===== src/radix_digit_formatter_top_assert.svh =====
// Assertion macros for the radix digit formatter.
// Used by radix_digit_formatter_top.sv; needs a clock aclk and reset aresetn in scope.
`ifndef RADIX_DIGIT_FORMATTER_TOP_ASSERT_SVH
`define RADIX_DIGIT_FORMATTER_TOP_ASSERT_SVH

`ifndef SYNTHESIS
// Checked only outside reset.
`define RDF_ASSERT(label, prop) \
    label: assert property (@(posedge aclk) disable iff (!aresetn) (prop)) \
        else $error("rdf assertion failed");
// Checked in every cycle, reset included.
`define RDF_ASSERT_ALWAYS(label, prop) \
    label: assert property (@(posedge aclk) (prop)) \
        else $error("rdf assertion failed");
`else
`define RDF_ASSERT(label, prop)
`define RDF_ASSERT_ALWAYS(label, prop)
`endif

`endif


===== src/rdf_pkg.sv =====
// Package for the radix digit formatter: payload structs, radix codes, work command.
// No dependencies.
package rdf_pkg;

    localparam int VALUE_BITS = 64;

    // Work word is left-aligned so the top digit always sits at the MSB end.
    localparam int SH_W       = VALUE_BITS + 3;
    localparam int BIN_DIGITS = VALUE_BITS;
    localparam int OCT_DIGITS = (VALUE_BITS + 2) / 3;
    localparam int HEX_DIGITS = (VALUE_BITS + 3) / 4;
    localparam int OCT_PAD    = 3 * OCT_DIGITS - VALUE_BITS;
    localparam int HEX_PAD    = 4 * HEX_DIGITS - VALUE_BITS;
    localparam int CNT_W      = $clog2(VALUE_BITS);

    typedef enum logic [1:0] {
        RADIX_BIN = 2'd0,
        RADIX_OCT = 2'd1,
        RADIX_HEX = 2'd2
    } radix_t;

    typedef enum logic {
        BACK_IDLE,
        BACK_RUN
    } back_state_t;

    typedef struct packed {
        logic [63:0] value;
        logic [1:0]  radix_mode;
        logic        upper_case;
    } in_t;

    typedef struct packed {
        logic [6:0] digit_char;
        logic       is_last;
    } out_t;

    // One classified item handed from front to back.
    typedef struct packed {
        logic [SH_W-1:0]  word;
        radix_t           radix;
        logic             upper;
        logic [CNT_W-1:0] last_idx;  // digit count minus one
    } cmd_t;

    function automatic logic [6:0] digit_ascii(input logic [3:0] d, input logic upper);
        logic [6:0] base;
        base = upper ? 7'd65 : 7'd97;
        if (d < 4'd10) begin
            digit_ascii = 7'd48 + {3'b000, d};
        end else begin
            digit_ascii = base + {3'b000, d} - 7'd10;
        end
    endfunction

endpackage


===== src/rdf_front.sv =====
// Front end: accepts input transfers, decodes the radix and aligns the value.
// Depends on rdf_pkg.
module rdf_front import rdf_pkg::*; (
    input  logic aresetn,
    input  logic s_valid,
    output logic s_ready,
    input  in_t  s_data,
    input  logic q_full,
    output logic q_push,
    output cmd_t q_cmd
);

    logic [VALUE_BITS-1:0] val;
    logic [SH_W-1:0]       raw;

    assign val     = s_data.value[VALUE_BITS-1:0];
    assign raw     = {val, 3'b000};
    assign s_ready = aresetn && !q_full;
    assign q_push  = s_valid && s_ready;

    always_comb begin
        q_cmd.upper = s_data.upper_case;
        case (s_data.radix_mode)
            RADIX_BIN: begin
                q_cmd.radix    = RADIX_BIN;
                q_cmd.word     = raw;
                q_cmd.last_idx = CNT_W'(BIN_DIGITS - 1);
            end
            RADIX_OCT: begin
                q_cmd.radix    = RADIX_OCT;
                q_cmd.word     = raw >> OCT_PAD;
                q_cmd.last_idx = CNT_W'(OCT_DIGITS - 1);
            end
            default: begin
                // mode three is handled as hex
                q_cmd.radix    = RADIX_HEX;
                q_cmd.word     = raw >> HEX_PAD;
                q_cmd.last_idx = CNT_W'(HEX_DIGITS - 1);
            end
        endcase
    end

endmodule


===== src/rdf_fifo.sv =====
// Two-entry command queue between front and back.
// Depends on rdf_pkg.
module rdf_fifo import rdf_pkg::*; (
    input  logic aclk,
    input  logic aresetn,
    input  logic push,
    input  cmd_t push_cmd,
    output logic full,
    input  logic pop,
    output logic not_empty,
    output cmd_t pop_cmd
);

    cmd_t       mem [2];
    logic       wr_ptr_reg, wr_ptr_next;
    logic       rd_ptr_reg, rd_ptr_next;
    logic [1:0] cnt_reg, cnt_next;

    assign full      = (cnt_reg == 2'd2);
    assign not_empty = (cnt_reg != 2'd0);
    assign pop_cmd   = mem[rd_ptr_reg];

    always_comb begin
        wr_ptr_next = push ? ~wr_ptr_reg : wr_ptr_reg;
        rd_ptr_next = pop ? ~rd_ptr_reg : rd_ptr_reg;
        cnt_next    = cnt_reg + {1'b0, push} - {1'b0, pop};
    end

    always_ff @(posedge aclk) begin
        if (!aresetn) begin
            wr_ptr_reg <= 1'b0;
            rd_ptr_reg <= 1'b0;
            cnt_reg    <= 2'd0;
        end else begin
            wr_ptr_reg <= wr_ptr_next;
            rd_ptr_reg <= rd_ptr_next;
            cnt_reg    <= cnt_next;
        end
    end

    always_ff @(posedge aclk) begin
        if (push) begin
            mem[wr_ptr_reg] <= push_cmd;
        end
    end

endmodule


===== src/rdf_back.sv =====
// Back end: walks digits MSB first, drops leading zeros, drives the output register.
// Depends on rdf_pkg.
module rdf_back import rdf_pkg::*; (
    input  logic aclk,
    input  logic aresetn,
    input  logic q_valid,
    input  cmd_t q_cmd,
    output logic q_pop,
    output logic m_valid,
    input  logic m_ready,
    output out_t m_data
);

    back_state_t      state_reg, state_next;
    logic [SH_W-1:0]  sh_reg, sh_next;
    radix_t           radix_reg, radix_next;
    logic             upper_reg, upper_next;
    logic [CNT_W-1:0] cnt_reg, cnt_next;
    logic             started_reg, started_next;
    logic             valid_reg, valid_next;
    out_t             data_reg, data_next;

    logic       out_free;
    logic       advance;
    logic       last;
    logic       emit;
    logic [3:0] digit;

    assign out_free = !valid_reg || m_ready;
    assign advance  = (state_reg == BACK_RUN) && out_free;
    assign last     = (cnt_reg == '0);
    assign emit     = (digit != 4'd0) || started_reg || last;
    assign m_valid  = valid_reg;
    assign m_data   = data_reg;

    always_comb begin
        case (radix_reg)
            RADIX_BIN: digit = {3'b000, sh_reg[SH_W-1]};
            RADIX_OCT: digit = {1'b0, sh_reg[SH_W-1 -: 3]};
            default:   digit = sh_reg[SH_W-1 -: 4];
        endcase
    end

    always_comb begin
        state_next   = state_reg;
        sh_next      = sh_reg;
        radix_next   = radix_reg;
        upper_next   = upper_reg;
        cnt_next     = cnt_reg;
        started_next = started_reg;
        valid_next   = valid_reg && !m_ready;
        data_next    = data_reg;
        q_pop        = 1'b0;

        if (advance) begin
            case (radix_reg)
                RADIX_BIN: sh_next = sh_reg << 1;
                RADIX_OCT: sh_next = sh_reg << 3;
                default:   sh_next = sh_reg << 4;
            endcase
            cnt_next     = cnt_reg - CNT_W'(1);
            started_next = started_reg || emit;
            if (emit) begin
                valid_next           = 1'b1;
                data_next.digit_char = digit_ascii(digit, upper_reg);
                data_next.is_last    = last;
            end
            if (last) begin
                state_next = BACK_IDLE;
            end
        end

        // next item loads as soon as the current one hands over its final digit
        if ((state_reg == BACK_IDLE || (advance && last)) && q_valid) begin
            q_pop        = 1'b1;
            state_next   = BACK_RUN;
            sh_next      = q_cmd.word;
            radix_next   = q_cmd.radix;
            upper_next   = q_cmd.upper;
            cnt_next     = q_cmd.last_idx;
            started_next = 1'b0;
        end
    end

    always_ff @(posedge aclk) begin
        if (!aresetn) begin
            state_reg <= BACK_IDLE;
            valid_reg <= 1'b0;
        end else begin
            state_reg <= state_next;
            valid_reg <= valid_next;
        end
    end

    always_ff @(posedge aclk) begin
        sh_reg      <= sh_next;
        radix_reg   <= radix_next;
        upper_reg   <= upper_next;
        cnt_reg     <= cnt_next;
        started_reg <= started_next;
        data_reg    <= data_next;
    end

endmodule


===== src/radix_digit_formatter_top.sv =====
// Channel  Ports                      Payload
// input    s_valid s_ready s_data     in_t: value, radix_mode, upper_case
// output   m_valid m_ready m_data     out_t: digit_char, is_last (one digit per transfer)
//
// The digit sequencer takes one digit position of the radix per cycle while the output
// is not stalled, leading zeros included (64 in binary, 22 in octal, 16 in hex at VALUE_BITS = 64).
// The next item starts in the cycle after the final digit of the previous one.
// A two-entry queue lets the input side keep taking transfers while digits drain.
// A stalled output holds the sequencer; synchronous active-low reset clears control only.
// Depends on rdf_pkg, rdf_front, rdf_fifo, rdf_back and the assertion header.
`include "radix_digit_formatter_top_assert.svh"

module radix_digit_formatter_top import rdf_pkg::*; (
    input  logic aclk,
    input  logic aresetn,
    input  logic s_valid,
    output logic s_ready,
    input  in_t  s_data,
    output logic m_valid,
    input  logic m_ready,
    output out_t m_data
);

    logic q_full;
    logic q_push;
    logic q_pop;
    logic q_valid;
    cmd_t push_cmd;
    cmd_t pop_cmd;

    // ASCII digit 0-9, A-F or a-f
    function automatic logic is_digit_char(input logic [6:0] c);
        is_digit_char = (c >= 7'd48 && c <= 7'd57) || (c >= 7'd65 && c <= 7'd70)
                        || (c >= 7'd97 && c <= 7'd102);
    endfunction

    rdf_front u_front (
        .aresetn (aresetn),
        .s_valid (s_valid),
        .s_ready (s_ready),
        .s_data  (s_data),
        .q_full  (q_full),
        .q_push  (q_push),
        .q_cmd   (push_cmd)
    );

    rdf_fifo u_fifo (
        .aclk      (aclk),
        .aresetn   (aresetn),
        .push      (q_push),
        .push_cmd  (push_cmd),
        .full      (q_full),
        .pop       (q_pop),
        .not_empty (q_valid),
        .pop_cmd   (pop_cmd)
    );

    rdf_back u_back (
        .aclk    (aclk),
        .aresetn (aresetn),
        .q_valid (q_valid),
        .q_cmd   (pop_cmd),
        .q_pop   (q_pop),
        .m_valid (m_valid),
        .m_ready (m_ready),
        .m_data  (m_data)
    );

    `RDF_ASSERT_ALWAYS(a_reset_clears_out, !aresetn |=> !m_valid)
    `RDF_ASSERT(a_no_push_when_full, q_push |-> !q_full)
    `RDF_ASSERT(a_no_pop_when_empty, q_pop |-> q_valid)
    `RDF_ASSERT(a_digit_range, m_valid |-> is_digit_char(m_data.digit_char))

endmodule

===== config.mk =====
export PLATFORM = sky130hd
export DESIGN_NAME = radix_digit_formatter_top
export DESIGN_NICKNAME = d
export VERILOG_FILES = /design/src/rdf_pkg.sv /design/src/rdf_front.sv /design/src/rdf_fifo.sv /design/src/rdf_back.sv /design/src/radix_digit_formatter_top.sv
export VERILOG_INCLUDE_DIRS = /design/src /design/src/src
export SDC_FILE = /design/constraint.sdc
export NUM_CORES = 1
export LEC_CHECK = 0
export BUFFER_PORTS_ARGS = -buffer_cell sky130_fd_sc_hd__clkbuf_2
export CAP_MARGIN = 20
export CORE_UTILIZATION = 45
export DETAILED_ROUTE_END_ITERATION = 10
export SYNTH_ARGS = -nofsm -noshare
export SYNTH_HDL_FRONTEND = slang
export SYNTH_SLANG_ARGS = --single-unit

===== constraint.sdc =====
create_clock -name aclk -period 6.25 [get_ports aclk]
set_input_delay 0.3125 -clock aclk [delete_from_list [all_inputs] [get_ports aclk]]
set_output_delay 0.3125 -clock aclk [all_outputs]
set_load 0.01 [all_outputs]

==> results.ini <==
[status]
outcome = finished clean

[global_route]
grt_max_degree = 74
grt_pass1_vias = 6582
track_usage_pct = 16.7
overflow = 0
grt_pass1_wl_mm = 33.9
antenna_found_initial = 0

[final_layout]
fillers = 2186
area_growth_pct = 12.8
diodes = 0
instances_no_fill = 1307
finalNetCount = 1042
final_core_util_pct = 51.7
largest_reg_flops = 144
layout-drive-gt1-share_pct = 14.2
final_common_cell = edfxtp_1
mostFrequentLayoutCells = 227 x edfxtp_1, 200 x mux2i_1, 199 x nand2_1, 80 x clkbuf_2, 77 x nor2_1
stdcell_area_sq_mm = 0.0125

[sta]
grt_setup_unrepaired = no
period_share_pct = 49.3
period_needed_ns = 3.08
slew_viol_final = 0
tightest_slew_ns = 1.05
fin_tns_setup_ns = 0
hold_ws_ns = 0.0242
clock.fmax_mhz = 325
skew_ns = 0.0136
setup_viol = 0
layout_setup_ws_ns = 3.17
relSlewSlack_pct = 30.3
hold_violations = 0

[critical_path]
required_ns = 6.66
critical_path_class = reg -> reg
rr_endpoint = u_fifo.cnt_reg[1]
regToRegSetupSlack_ns = 3.17
critPathLaunch = u_back.cnt_reg[0]
endpoint_kind = register
arrival_ns = 3.49
rr_startpoint = u_back.cnt_reg[0]
critPathLaunchType = register
critPathMaxFanout = 34
reg2regPathDepth = 12
cp-endpoint = u_fifo.cnt_reg[1]

[route]
wl_per_cell_um = 15.9
remaining_drc_errors = 0
postRouteAntennaNets = 0
drt_pass1_iterations = 5
routed_wl_mm = 20.8
viasPerCell = 5.10
via_count = 6666
first_iter_violations = 356

[yosys]
syn-cell-area_sq_mm = 0.0111
syn-num-nets = 980
synthCells = 903
ys_seq_area_share_pct = 62.7
syn_area_per_cell_sq_um = 12.3
synth_top_cells_by_area = edfxtp_1 61%, mux2i_1 18%, nand2_1 6.7%, a21oi_1 3.1%, nor2_1 2.6%
yosysUniqueCellTypes = 38
yosysTopAreaCell = edfxtp_1
yosysTopAreaCellShare_pct = 61.3
yosysWarnings = 0
synth_seq_cells = 235

[placement]
dp.cells = 1261
port_buffers = 80
gp_congestion = 0.738
hpwl_mm = 13.0
pre_cts_ws_ns = 3.07
placedInstanceArea_sq_mm = 0.0118

[cts]
clockRootBuffer = clkbuf_16
clkLatencyLatePin_ns = 0.51
cts.sinks = 235
path_clk_slew_ns = 0.06
numCtsBuffers = 25
cts_tree = built
cts-htree-levels = 1
ctsLongestPathBuffers = 3

[power]
p_leak_nw = 4.83
ir_drop_mv = 0.293
p_per_area_mw_per_mm2 = 476
power.total_mw = 5.97

[floorplan]
die_h_um = 159
die_w_um = 159
num_rows = 57
die_area_sq_mm = 0.0253
io_pins = 81
core_region_area_sq_mm = 0.0242
initial_utilization_pct = 45.9

[flow_run]
drv_cap = 0

[hold_path]
hp-class = in -> reg

## synthesized netlist by cell type
library cell  count
a32o_1            2
nand4_1           1
o32ai_1           1
clkbuf_1         37
clkinv_2          1
and3_1            1
dfxtp_1           8
and2_1            5
xnor2_1           6
mux2i_1         200
a21boi_0          1
o2111ai_1         1
o211ai_1          1
or3_4             1
nor3_1            5
nor4b_1           1
buf_12            1
nor2b_1           4
a2111oi_0         1
buf_4             5
o21a_1            2
xor2_1            1
o21ai_2           1
nor2_1           78
buf_6             1
buf_1             5
o31a_1            1
edfxtp_1        227
mux2_2            3
nand2b_1          5
buf_2             7
nand2_1         200
a21o_1            1
ha_1              6
inv_1             8
o31ai_4           1
o21ai_0           4
a21oi_1          69
## layer usage
layer	part of all wire, %	GRT usage, %	vias to the layer above
li1	-	-	3377
met1	47	22.8	3165
met2	48	28.4	105
met3	3.4	2.42	19
met4	1.1	3.41	0
met5	0	0	-
## area by class of cell
class                      instances  area, sq um  area share, %
clock inverter                     9         48.8          0.389
inverter                           9         35.0          0.279
timing repair buffer              91          485           3.87
multi-input combinational        603         3870           30.9
clock buffer                      36          717           5.72
sequential                       235         6980           55.7
tap                              324          405           3.23
## critical path: stages, from the launching register on
cell and delay (ns):
edfxtp_1 0.40, inv_1 0.08, ha_1 0.20, nand2b_1 0.17, o31ai_4 0.08, o21ai_2 0.18
clkinv_2 0.70, ha_1 0.57, inv_1 0.04, ha_1 0.18, xnor2_1 0.13, xnor2_1 0.12
and2_1 0.15
## how the worst min path moves through the flow
stage                       start                  to  slack [ns]  cells past startpoint
4_1_cts                 s_data[2]    u_fifo.mem[1][8]        0.01                      1
3_5_place_dp   u_back.started_reg  u_back.started_reg        0.46                      2
6_report                s_data[2]    u_fifo.mem[1][8]        0.02                      1
2_1_floorplan           s_data[0]    u_fifo.mem[0][6]        0.41                      0
3_3_place_gp   u_back.started_reg  u_back.started_reg        0.46                      2
5_1_grt                 s_data[2]    u_fifo.mem[1][8]        0.02                      1
## cell families (layout without fill, tap and decap cells)
| group | after synthesis | count (layout) | share of synthesized area, % |
|---|---|---|---|
| multiplexers | 203 | 203 | 18.3 |
| adder cells (fa/ha/maj) | 6 | 6 | 0.675 |
| buffers and inverters | 65 | 145 | 2.67 |
| flip-flops | 235 | 235 | 62.7 |
| AND/OR/NAND/NOR | 301 | 301 | 10.7 |
| XOR/XNOR | 7 | 7 | 0.551 |
| AO/OA/AOI/OAI | 86 | 86 | 4.39 |
## where the power goes
group          total (mW)  internal, mW  switching, mW
clock network        1.36         0.794          0.566
registers            2.68          2.37          0.308
logic                1.93         0.820           1.11
## timing repair
item                                   4_1_cts  5_1_grt
endpoints found under the hold margin        2        0
hold buffers                                 1        0
buffers inserted                             0        0
resized for setup                            0        0
No activity file was read; power rests on OpenSTA's default activity.
